--- src/design/sbr_pkg.sv ---
// ----------------------------------------------------------------------------
// sbr_pkg
// Shared types and codes for the stream byte reassembler.
// ----------------------------------------------------------------------------
`default_nettype none

package sbr_pkg;

	localparam int CNT_W = 7;
	localparam int POS_W = 64;
	localparam int BYTE_W = 8;

	localparam logic [1:0] ACT_DATA    = 2'd0;
	localparam logic [1:0] ACT_END     = 2'd1;
	localparam logic [1:0] ACT_CONSUME = 2'd2;

	typedef struct packed {
		logic              has_byte;
		logic [BYTE_W-1:0] out_byte;
		logic              stream_closed;
		logic [CNT_W-1:0]  pending_bytes;
		logic              last_result;
	} res_t;

endpackage

`default_nettype wire

--- src/design/stream_byte_reassembler.sv ---
// ----------------------------------------------------------------------------
// stream_byte_reassembler
// Takes stream bytes with absolute positions, one per input transaction, in
// any order and with repeats, and pushes them out in stream order into an
// output of limited room (stream_capacity, 1..BUFFER_BYTES). Early bytes
// inside the window are held in a RAM of BUFFER_BYTES entries, with valid
// bits in flops; a byte at the expected position is pushed and the held bytes
// that follow are drained, one result transaction per pushed byte, or one
// status result when nothing is pushed. An item passes through capture,
// compare and act before its first result is loaded; held bytes then drain
// one per cycle while the output is not stalled, paced by the registered
// read of the byte RAM. One item is in work at a time. A capacity write
// restarts the stream; no clearing pass is needed.
// ----------------------------------------------------------------------------
`default_nettype none

module stream_byte_reassembler #(
	parameter int BUFFER_BYTES = 64
) (
	input  wire logic        clk,
	input  wire logic        arst_n,
	input  wire logic        cfg_valid,
	output logic             cfg_ready,
	input  wire logic [6:0]  stream_capacity,
	input  wire logic        in_valid,
	output logic             in_stall,
	input  wire logic [1:0]  action,
	input  wire logic [63:0] position,
	input  wire logic [7:0]  byte_value,
	input  wire logic        is_final_byte,
	input  wire logic [6:0]  consumed_count,
	output logic             out_valid,
	input  wire logic        out_stall,
	output logic             has_byte,
	output logic [7:0]       out_byte,
	output logic             stream_closed,
	output logic [6:0]       pending_bytes,
	output logic             last_result
);

	localparam int CNT_W  = sbr_pkg::CNT_W;
	localparam int POS_W  = sbr_pkg::POS_W;
	localparam int SLOT_W = $clog2(BUFFER_BYTES);
	localparam logic [CNT_W-1:0]  CAP_MAX  = CNT_W'(BUFFER_BYTES);
	localparam logic [SLOT_W-1:0] SLOT_TOP = SLOT_W'(BUFFER_BYTES - 1);
	localparam logic [CNT_W:0]    SUM_LIM  = (CNT_W+1)'(BUFFER_BYTES);

	localparam logic [1:0] ST_IDLE  = 2'd0;
	localparam logic [1:0] ST_EVAL  = 2'd1;
	localparam logic [1:0] ST_ACT   = 2'd2;
	localparam logic [1:0] ST_DRAIN = 2'd3;

	logic [1:0]              state_q, state_d;
	logic [POS_W-1:0]        next_q, next_d;
	logic [POS_W-1:0]        next_p1_q, next_p1_d;
	logic [SLOT_W-1:0]       nslot_q, nslot_d, nslot_inc;
	logic [CNT_W-1:0]        free_q, free_d;
	logic [CNT_W-1:0]        pend_q, pend_d;
	logic                    end_known_q, end_known_d;
	logic [POS_W-1:0]        end_q, end_d;
	logic                    closed_q, closed_d;
	logic [CNT_W-1:0]        cap_q;
	logic [BUFFER_BYTES-1:0] valid_q;

	// captured item
	logic [1:0]       action_q;
	logic [POS_W-1:0] pos_q;
	logic [7:0]       val_q;
	logic [CNT_W-1:0] consumed_q;
	logic [POS_W-1:0] end_cand_q;
	logic             upd_end_q;

	// compare results
	logic              close0_q, close1_q, past_q, eq_q, gt_q, fit_q;
	logic [SLOT_W-1:0] slot_st_q;

	logic              accept, cfg_wr;
	logic [CNT_W-1:0]  cap_new;
	logic [POS_W-1:0]  end_eff;
	logic              known_eff;
	logic [POS_W:0]    diff;
	logic [CNT_W:0]    ssum, ssum_w;
	logic [CNT_W-1:0]  held, take;

	logic              clr_all, set_v, clr_v, more;
	logic [SLOT_W-1:0] set_idx;

	logic              load, out_rdy;
	sbr_pkg::res_t     res, res_out;

	logic              ram_we, ram_re;
	logic [SLOT_W-1:0] ram_raddr;
	logic [7:0]        ram_rdata;

	assign accept    = in_valid && !in_stall;
	assign in_stall  = (state_q != ST_IDLE) || cfg_valid;
	assign cfg_ready = (state_q == ST_IDLE);
	assign cfg_wr    = cfg_valid && cfg_ready;

	always_comb begin
		if (stream_capacity == '0) begin
			cap_new = CNT_W'(1);
		end else if (stream_capacity > CAP_MAX) begin
			cap_new = CAP_MAX;
		end else begin
			cap_new = stream_capacity;
		end
	end

	assign nslot_inc = (nslot_q == SLOT_TOP) ? '0 : nslot_q + 1'b1;

	// compare stage
	always_comb begin
		end_eff   = upd_end_q ? end_cand_q : end_q;
		known_eff = upd_end_q || end_known_q;
		diff      = {1'b0, pos_q} - {1'b0, next_q};
		ssum      = {1'b0, CNT_W'(nslot_q)} + {1'b0, diff[CNT_W-1:0]};
		ssum_w    = (ssum >= SUM_LIM) ? ssum - SUM_LIM : ssum;
	end

	assign held = cap_q - free_q;
	assign take = (consumed_q > held) ? held : consumed_q;

	always_comb begin
		state_d     = state_q;
		next_d      = next_q;
		next_p1_d   = next_p1_q;
		nslot_d     = nslot_q;
		free_d      = free_q;
		pend_d      = pend_q;
		end_known_d = end_known_q;
		end_d       = end_q;
		closed_d    = closed_q;
		clr_all     = 1'b0;
		set_v       = 1'b0;
		clr_v       = 1'b0;
		set_idx     = slot_st_q;
		more        = 1'b0;
		load        = 1'b0;
		ram_we      = 1'b0;
		ram_re      = 1'b0;
		ram_raddr   = nslot_inc;
		res         = '0;

		unique case (state_q)
			ST_IDLE: begin
				if (accept) begin
					state_d = ST_EVAL;
				end
			end
			ST_EVAL: begin
				state_d = ST_ACT;
			end
			ST_ACT: begin
				if (out_rdy) begin
					load    = 1'b1;
					state_d = ST_IDLE;
					unique case (action_q)
						sbr_pkg::ACT_CONSUME: begin
							free_d = free_q + take;
						end
						sbr_pkg::ACT_END: begin
							if (!closed_q) begin
								end_known_d = 1'b1;
								end_d       = end_cand_q;
								if (close0_q) begin
									closed_d = 1'b1;
									clr_all  = 1'b1;
									pend_d   = '0;
								end
							end
						end
						sbr_pkg::ACT_DATA: begin
							if (!closed_q) begin
								if (upd_end_q) begin
									end_known_d = 1'b1;
									end_d       = end_cand_q;
								end
								if (close0_q) begin
									closed_d = 1'b1;
									clr_all  = 1'b1;
									pend_d   = '0;
								end else if (eq_q) begin
									if (free_q != '0) begin
										next_d       = next_p1_q;
										next_p1_d    = next_p1_q + 1'b1;
										nslot_d      = nslot_inc;
										free_d       = free_q - 1'b1;
										res.has_byte = 1'b1;
										res.out_byte = val_q;
										if (close1_q) begin
											closed_d = 1'b1;
											clr_all  = 1'b1;
											pend_d   = '0;
										end
										more = !close1_q && (free_d != '0) &&
											valid_q[nslot_inc];
										if (more) begin
											ram_re  = 1'b1;
											state_d = ST_DRAIN;
										end
									end
								end else if (gt_q && fit_q && !past_q &&
									!valid_q[slot_st_q]) begin
									ram_we = 1'b1;
									set_v  = 1'b1;
									pend_d = pend_q + 1'b1;
								end
							end
						end
						default: begin
						end
					endcase
				end
			end
			ST_DRAIN: begin
				if (out_rdy) begin
					load         = 1'b1;
					res.has_byte = 1'b1;
					res.out_byte = ram_rdata;
					clr_v        = 1'b1;
					pend_d       = pend_q - 1'b1;
					next_d       = next_p1_q;
					next_p1_d    = next_p1_q + 1'b1;
					nslot_d      = nslot_inc;
					free_d       = free_q - 1'b1;
					if (end_known_q && (next_p1_q >= end_q)) begin
						closed_d = 1'b1;
						clr_all  = 1'b1;
						pend_d   = '0;
					end
					more = !closed_d && (free_d != '0) && valid_q[nslot_inc];
					if (more) begin
						ram_re = 1'b1;
					end else begin
						state_d = ST_IDLE;
					end
				end
			end
		endcase

		res.stream_closed = closed_d;
		res.pending_bytes = pend_d;
		res.last_result   = !more;
	end

	always_ff @(posedge clk or negedge arst_n) begin
		if (!arst_n) begin
			state_q     <= ST_IDLE;
			next_q      <= '0;
			next_p1_q   <= POS_W'(1);
			nslot_q     <= '0;
			free_q      <= CAP_MAX;
			pend_q      <= '0;
			end_known_q <= 1'b0;
			end_q       <= '0;
			closed_q    <= 1'b0;
			cap_q       <= CAP_MAX;
			valid_q     <= '0;
		end else if (cfg_wr) begin
			state_q     <= ST_IDLE;
			next_q      <= '0;
			next_p1_q   <= POS_W'(1);
			nslot_q     <= '0;
			free_q      <= cap_new;
			pend_q      <= '0;
			end_known_q <= 1'b0;
			end_q       <= '0;
			closed_q    <= 1'b0;
			cap_q       <= cap_new;
			valid_q     <= '0;
		end else begin
			state_q     <= state_d;
			next_q      <= next_d;
			next_p1_q   <= next_p1_d;
			nslot_q     <= nslot_d;
			free_q      <= free_d;
			pend_q      <= pend_d;
			end_known_q <= end_known_d;
			end_q       <= end_d;
			closed_q    <= closed_d;
			if (clr_all) begin
				valid_q <= '0;
			end else begin
				if (set_v) begin
					valid_q[set_idx] <= 1'b1;
				end
				if (clr_v) begin
					valid_q[nslot_q] <= 1'b0;
				end
			end
		end
	end

	always_ff @(posedge clk) begin
		if (accept) begin
			action_q   <= action;
			pos_q      <= position;
			val_q      <= byte_value;
			consumed_q <= consumed_count;
			end_cand_q <= (action == sbr_pkg::ACT_END) ? position : position + 1'b1;
			upd_end_q  <= (action == sbr_pkg::ACT_END) ||
				((action == sbr_pkg::ACT_DATA) && is_final_byte);
		end
		if (state_q == ST_EVAL) begin
			close0_q  <= known_eff && (next_q >= end_eff);
			close1_q  <= known_eff && (next_p1_q >= end_eff);
			past_q    <= known_eff && (pos_q >= end_eff);
			eq_q      <= (pos_q == next_q);
			gt_q      <= !diff[POS_W] && (pos_q != next_q);
			fit_q     <= (diff[POS_W-1:CNT_W] == '0) && (diff[CNT_W-1:0] < free_q);
			slot_st_q <= ssum_w[SLOT_W-1:0];
		end
	end

	// stores and drain reads never hit the same cycle; valid bits order them
	sbr_ram #(
		.WIDTH(8),
		.DEPTH(BUFFER_BYTES)
	) u_store (
		.clk   (clk),
		.we    (ram_we),
		.waddr (slot_st_q),
		.wdata (val_q),
		.re    (ram_re),
		.raddr (ram_raddr),
		.rdata (ram_rdata)
	);

	sbr_outq u_outq (
		.clk       (clk),
		.arst_n    (arst_n),
		.load      (load),
		.res       (res),
		.rdy       (out_rdy),
		.out_valid (out_valid),
		.out_stall (out_stall),
		.res_out   (res_out)
	);

	assign has_byte      = res_out.has_byte;
	assign out_byte      = res_out.out_byte;
	assign stream_closed = res_out.stream_closed;
	assign pending_bytes = res_out.pending_bytes;
	assign last_result   = res_out.last_result;

endmodule

`default_nettype wire

--- src/design/sbr_ram.sv ---
// ----------------------------------------------------------------------------
// sbr_ram
// Generic single-write, single-read RAM with registered read data.
// ----------------------------------------------------------------------------
`default_nettype none

module sbr_ram #(
	parameter int WIDTH = 8,
	parameter int DEPTH = 64
) (
	input  wire logic                     clk,
	input  wire logic                     we,
	input  wire logic [$clog2(DEPTH)-1:0] waddr,
	input  wire logic [WIDTH-1:0]         wdata,
	input  wire logic                     re,
	input  wire logic [$clog2(DEPTH)-1:0] raddr,
	output logic      [WIDTH-1:0]         rdata
);

	logic [WIDTH-1:0] mem_q [DEPTH];

	always_ff @(posedge clk) begin
		if (we) begin
			mem_q[waddr] <= wdata;
		end
		if (re) begin
			rdata <= mem_q[raddr];
		end
	end

endmodule

`default_nettype wire

--- src/design/sbr_outq.sv ---
// ----------------------------------------------------------------------------
// sbr_outq
// Output register for result transactions, decoupling the core from stall.
// ----------------------------------------------------------------------------
`default_nettype none

module sbr_outq (
	input  wire logic          clk,
	input  wire logic          arst_n,
	input  wire logic          load,
	input  wire sbr_pkg::res_t res,
	output logic               rdy,
	output logic               out_valid,
	input  wire logic          out_stall,
	output sbr_pkg::res_t      res_out
);

	logic          valid_q;
	sbr_pkg::res_t res_q;

	assign rdy       = !valid_q || !out_stall;
	assign out_valid = valid_q;
	assign res_out   = res_q;

	always_ff @(posedge clk or negedge arst_n) begin
		if (!arst_n) begin
			valid_q <= 1'b0;
		end else if (load) begin
			valid_q <= 1'b1;
		end else if (!out_stall) begin
			valid_q <= 1'b0;
		end
	end

	always_ff @(posedge clk) begin
		if (load) begin
			res_q <= res;
		end
	end

endmodule

`default_nettype wire

--- config.mk ---
export PLATFORM = sky130hd
export DESIGN_NAME = stream_byte_reassembler
export DESIGN_NICKNAME = d
export VERILOG_FILES = /design/src/design/sbr_pkg.sv /design/src/design/stream_byte_reassembler.sv /design/src/design/sbr_ram.sv /design/src/design/sbr_outq.sv
export SDC_FILE = /design/constraint.sdc
export NUM_CORES = 2
export LEC_CHECK = 0
export BUFFER_PORTS_ARGS = -buffer_cell sky130_fd_sc_hd__buf_2
export CORE_MARGIN = 5
export CORE_UTILIZATION = 40
export DETAILED_ROUTE_END_ITERATION = 16
export HOLD_SLACK_MARGIN = 0.12
export PLACE_DENSITY = 0.55
export SETUP_SLACK_MARGIN = 0.5
export SLEW_MARGIN = 20
export SYNTH_ARGS = -nofsm -noshare
export SYNTH_HDL_FRONTEND = slang
export SYNTH_SLANG_ARGS = --single-unit
--- constraint.sdc ---
create_clock -name clk -period 8.1 [get_ports clk]
set_clock_uncertainty 0.05 [all_clocks]
set_input_delay 1.62 -clock clk [delete_from_list [all_inputs] [get_ports clk]]
set_output_delay 1.62 -clock clk [all_outputs]
set_load 0.02 [all_outputs]
# Word level (Yosys, flattened, before mapping)
# Memories as Yosys holds them, arrays and structs flattened. A register that Yosys moved wholly into a read port is not among the register bits.
# Index checks and enable logic that the tools add are counted.
# word_totals
reg_bits,464
latch_bits,0
ram_bits,512
rom_bits,0
in_bits,94
wordCells,292
memories,1
# classes
add_sub_neg,11
n_mul,0
div_mod_pow,0
n_lt_le_gt_ge,13
n_eq_ne,27
n_shift,0
muxes,158
bitwise,3
n_reduce_logical,49
# memory_table
name,depth,width,rd,rd_ports_with_merged_regs,wr,line,source
u_store.mem_q,64,8,1,1,1,sbr_ram.sv:20,logic [WIDTH-1:0] mem_q [DEPTH];
# op_table
op,n
$mux W64,29
$pmux W64 S2,3
$ge A64 B64 Y1,4
$mux W7,22
$add A64 B1 Y64 const B,2
$sub A64 B64 Y65,1
$and A64 B64 Y64,1
$eq A64 B64 Y1,1
$ne A64 B64 Y1,1
$not A64 Y64,1
$or A64 B64 Y64,1
$mux W9,7
$mux W6,10
$mux W1,58
$logic_not A57 Y1,1
$pmux W7 S2,4
$ne A3 B3 Y1 const B,11
$mux W2,11
$lt A6 B7 Y1 const B,3
$logic_and A1 B1 Y1,18
$pmux W9 S2,1
$ne A4 B4 Y1 const B,4
$reduce_and A8 Y1,2
$pmux W1 S2,7
33 further kinds,58

# Longest topological paths before layout
# depth
word_depth,18
mapped_depth,29
mapped_depth_nobuf,28

# Cells and area by module
# A second synthesis with hierarchy kept.
# hier_totals
hier_cells,4475
area_unflattened_um2,53134.7
# by_module_without_submodules
mod,instances,cells_each,area_each_um2,seq_area_each_um2
stream_byte_reassembler,1,3482,32287.2,11930.2
sbr_ram,1,972,20270.7,15615.0
sbr_outq,1,21,576.8,565.5

# Worst setup path before layout
# OpenSTA, ideal clock, no wires.
# synth_timing
kind,input to register
from,input port cfg_valid
to,"register action_q[0], enable pin"
setup_ns,0.654
arrival_ns,8.193
path_slack_ns,-0.797
path_stages,2
path_buffers,0
cell_sequence,or3_1 nor2_1
# synth_between
elab_chain_len,3
# synth_lines
item,line,source
from (decl),stream_byte_reassembler.sv:22,"input wire logic cfg_valid,"
$logic_or A1 B1 Y1,stream_byte_reassembler.sv:96,assign in_stall = (state_q != ST_IDLE) || cfg_valid;
$logic_not A1 Y1,stream_byte_reassembler.sv:95,assign accept = in_valid && !in_stall;
$logic_and A1 B1 Y1,stream_byte_reassembler.sv:95,
via accept,stream_byte_reassembler.sv:77,"logic accept, cfg_wr;"
to (signal assigned),stream_byte_reassembler.sv:297,action_q <= action;
to (decl),stream_byte_reassembler.sv:66,logic [1:0] action_q;
# The timed path passes the listed nets, and every way through them passes these cells.
# A chain may end at the register's enable or synchronous reset.

# Worst setup path after layout
# layout_timing
from,register pos_q[2]
to,register fit_q (data pin)
# layout_between
elab_chain_len,3
word_cells_on_any_way,4
# layout_lines
item,line,source
from (decl),stream_byte_reassembler.sv:67,logic [POS_W-1:0] pos_q;
from (signal assigned),stream_byte_reassembler.sv:298,pos_q <= position;
$sub A64 B64 Y65 (*),stream_byte_reassembler.sv:116,"diff = {1'b0, pos_q} - {1'b0, next_q};"
$lt A7 B7 Y1 or $logic_not A57 Y1 (tied branches),stream_byte_reassembler.sv:311,fit_q <= (diff[POS_W-1:CNT_W] == '0) && (diff[CNT_W-1:0] < free_q);
$logic_and A1 B1 Y1 (*),stream_byte_reassembler.sv:311,
to (signal assigned),stream_byte_reassembler.sv:311,
to (decl),stream_byte_reassembler.sv:74,"logic close0_q, close1_q, past_q, eq_q, gt_q, fit_q;"
# Every way passes the cells marked *; elsewhere a longest branch is shown, timed or not.

==> summary.md <==
| Metric | Value |
|---|---|
| Crit path from | pos_q[2] |
| Number of top-level pins | 115 |
| Final Wtd Congestion | 0.899 |
| Critical path buffers and inverters | 0 |
| Syn Area/Cell | roughly 12 sq um |
| Library cells used by synthesis | 97 |
| Final setup fails | 0 |
| Hold Crit Class | reg2reg |
| DR iter-0 viols | 3127 |
| Largest net degree at the start of global routing | 139 |
| Crit path launch type | flop |
| Maxcap violations | 0 |
| Critical Path AT | 5.91 ns |
| Nets | around 4800 |
| Post-detailed-placement half-perimeter wirelength | between 100000 and 150000 um |
| Cell Chain, Critical Path | ha_1 > o211ai_1 > a21oi_1 > nor2_1 > xnor2_1 > ha_1 > a21oi_1 > o22ai_1 > nor4_1 > nand4_1 > nor4_1 > nand4_1 > nor4_1 > o2111ai_1 > nor4_1 > nand4_1 > nor3_1 |
| Design area | slightly below 60000 sq um |
| Clk_lat worst skew | 0.76 ns |
| H-tree levels | 3 |
| Worst Setup Path Type | reg2reg |
| All-Layer GR Usage | between 20% and 30% |
| Tmin final | 5.44 ns |
| Final wirelength | 151000 um |
| Share of layout cells above drive strength 1 | 13.0% |
| Pwr per Cell Area | 305 nW/um^2 |
| First drt pass iteration count | 7 |
| Clk slew on worst S/H paths | about 0.06 ns |
| Asr flop ratio synth | 29.3% |
| Die span in x | 373 um |
| Clk buf depth | 3 |
| RR Startpoint | pos_q[2] |
| Crit. End Element | flop |
| CTS buffer count | ~110 |
| CTS tree | yes |
| Die ar. | 139000 sq um |
| Warnings from Yosys | 0 |
| Post-CTS setup buffers | 0 |
| DR WL/cell | about 24 um |
| Number of synthesized flops with an enable pin | 696 |
| Register bit count reported by yosys | 984 |
| RSZ-0062 raised after global routing | no |
| Data required time of the worst path | between 8 and 9 ns |
| Min-delay src | cap_q[6] |
| Leak | 22.3 nW |
| Initial Util | 40.1% |
| Worst-path maximum fanout | 6 |
| Core region area | between 100000 and 150000 sq um |
| Die H | 373 um |
| Setup TNS | 0 ns |
| Slowest-stage cell, CP | nor4_1 |
| CTS Hold Bufs | 0 |
| Syn nets | roughly 4700 |
| Achievable frequency | 0.184 GHz |
| Antenna Nets Post-Route | 0 |
| Via density | around 5.8 |
| Slew HR | 25.4% |
| Slew Viols, Final | 0 |
| Post-cts sizing count | 0 |
| Max rail drop VDD | between 0.0002 and 0.0003 V |
| Antenna violations before repair | 11 |
| Global-route wire length before repair | 229000 um |
| Status | completed |
| Top delay family on crit path | simple AND/OR/NAND/NOR gates |
| Detailed-route via count | 35800 |
| Vias in the first global route | 35600 |
| Cells after synthesis | 4271 |
| Final core occ | between 40% and 50% |
| Final Hold Violating Endpoints | 0 |
| Row count | around 130 |
| Clock Sinks | ~1000 |
| Placed inst area | 55000 sq um |
| Least-Margin Pin Slew | between 1 and 1.5 ns |
| Port bufs | 114 |
| Cell Area, Synth | 52600 sq um |
| Sequential share of the synthesized area | a little over half |
| Fill count | 12100 |
| Crit path top cell by count | nor4_1 |
| Area Overhead vs Synth | 11.6% |
| Root buffer cell | clkbuf_16 |
| Pre-CTS setup slack | 2.49 ns |
| Grt total ovfl | 0 |
| Highest cell delay on the worst timing path | 0.63 ns |
| DRC viols | 0 |
| Fin crit share | 67.1% |
| Main synth FF type | edfxtp_1 |
| Final worst slack | 2.66 ns |
-- flip-flops by register name, indices dropped and copies added (netlist names), 2 cells and up --
signal,count
u_store.mem_q,512
set_idx,6
end_q,64
free_q,7
end_cand_q,64
consumed_q,7
cap_q,7
u_store.rdata,8
state_q,2
u_outq.res_out,18
next_p1_q,64
pos_q,64
pend_q,7
val_q,8
next_q,64
nslot_q,6
valid_q,64
action_q,2
-- cells by family after synthesis --
| kind of cell | count (synthesis) | synth area share [%] |
|---|---|---|
| and+or+nand+nor | 1173 | 11.0 |
| DFF | 984 | 53.5 |
| buffers and inverters | 383 | 2.87 |
| AOI/OAI and AO/OA | 901 | 11.0 |
| adders and majority gates | 362 | 8.67 |
| muxes | 294 | 10.0 |
| xor gates and xnor gates | 174 | 2.90 |
-- cells in the final DEF, fill, tap and decap left out, types with 22 or more instances in the layout --
cell type	instances
edfxtp_1	696
ha_1	357
nor2_1	303
nand2_1	298
dfrtp_1	285
a21oi_1	228
inv_1	193
o21ai_0	189
mux4_2	186
nand3_1	144
buf_2	113
nand4_1	111
clkbuf_16	110
a21o_1	106
mux2i_1	97
xnor2_1	94
xor2_1	78
o31ai_1	72
a211oi_1	58
nor2b_1	48
nand2b_1	44
nor3_1	40
buf_4	39
and3_1	38
o22ai_1	37
clkbuf_1	28
o21a_1	27
o211ai_1	26
a31oi_1	23
clkinv_2	23
or3_1	22
-- metrics by stage --
| step | hold WS (ns) | std cells | power, mW |
|---|---|---|---|
| finish | 0.415 | 6205 | 17.9 |
| detailed placement | 0.406 | 5994 | 13.0 |
| global placement | 0.406 | 5994 | 12.9 |
| floorplan | 0.396 | 4271 | 10.9 |
| global route | 0.446 | 6203 | 19.0 |
| CTS | 0.416 | 6202 | 18.1 |
-- worst reg2reg max path: stages, from the launching register on --
cell	delay, ns
edfxtp_1	0.44
ha_1	0.43
o211ai_1	0.11
a21oi_1	0.36
nor2_1	0.12
xnor2_1	0.37
ha_1	0.33
a21oi_1	0.46
o22ai_1	0.17
nor4_1	0.25
nand4_1	0.12
nor4_1	0.32
nand4_1	0.14
nor4_1	0.24
o2111ai_1	0.18
nor4_1	0.64
nand4_1	0.21
nor3_1	0.32
-- cell type report --
type	instances	area, sq um	area share (%)
diodes	3	7.51	0.0128
well taps	1755	2200	3.74
repair buffers	156	933	1.59
clock inverters	60	668	1.14
multi-input cells	2904	23100	39.3
flip-flops and latches	984	28100	47.9
clock buffers	148	3000	5.10
inverters	195	732	1.25
-- report_power, final --
group / internal, mW / switching (mW) / total (mW)
Clock: 2.88 / 2.18 / 5.06
Sequential: 5.87 / 0.354 / 6.22
Combinational: 2.65 / 4.01 / 6.66
-- per-layer routing --
layer | wire, um | part of all wire (%) | track usage [%] | up-vias
met1 | 67000 | 44 | 30.4 | 18000
met2 | 70700 | 47 | 34.9 | 1072
li1 | - | - | - | 16500
met4 | 4470 | 3.0 | 6.50 | 10
met3 | 8930 | 5.9 | 3.72 | 236
met5 | 69 | 0.046 | 0 | -
-- cells in the mapped netlist (95+ instances only) --
| cell | n | area share [%] |
|---|---|---|
| mux2i_1 | 97 | 1.8 |
| o21ai_0 | 189 | 1.8 |
| dfrtp_1 | 285 | 14 |
| xnor2_1 | 95 | 1.6 |
| nand3_1 | 144 | 1.4 |
| mux4_2 | 186 | 8.0 |
| inv_1 | 193 | 1.4 |
| nor2_1 | 304 | 2.2 |
| nand2_1 | 299 | 2.1 |
| a21o_1 | 106 | 1.5 |
| a21oi_1 | 228 | 2.2 |
| edfxtp_1 | 696 | 40 |
| nand4_1 | 111 | 1.3 |
| clkbuf_1 | 133 | 0.95 |
| ha_1 | 358 | 8.5 |
-- final timing paths --
check / end / slack [ns] / cells past startpoint
max: fit_q / 2.66 / 17
min: cap_q[6] / 0.42 / 2
max reg2reg: fit_q / 2.66 / 17
min reg2reg: cap_q[6] / 0.42 / 2
max in group asynchronous: next_q[10] / 5.88 / 2
min in group asynchronous: valid_q[17] / 0.80 / 1
No activity file was read; power rests on OpenSTA's default activity.
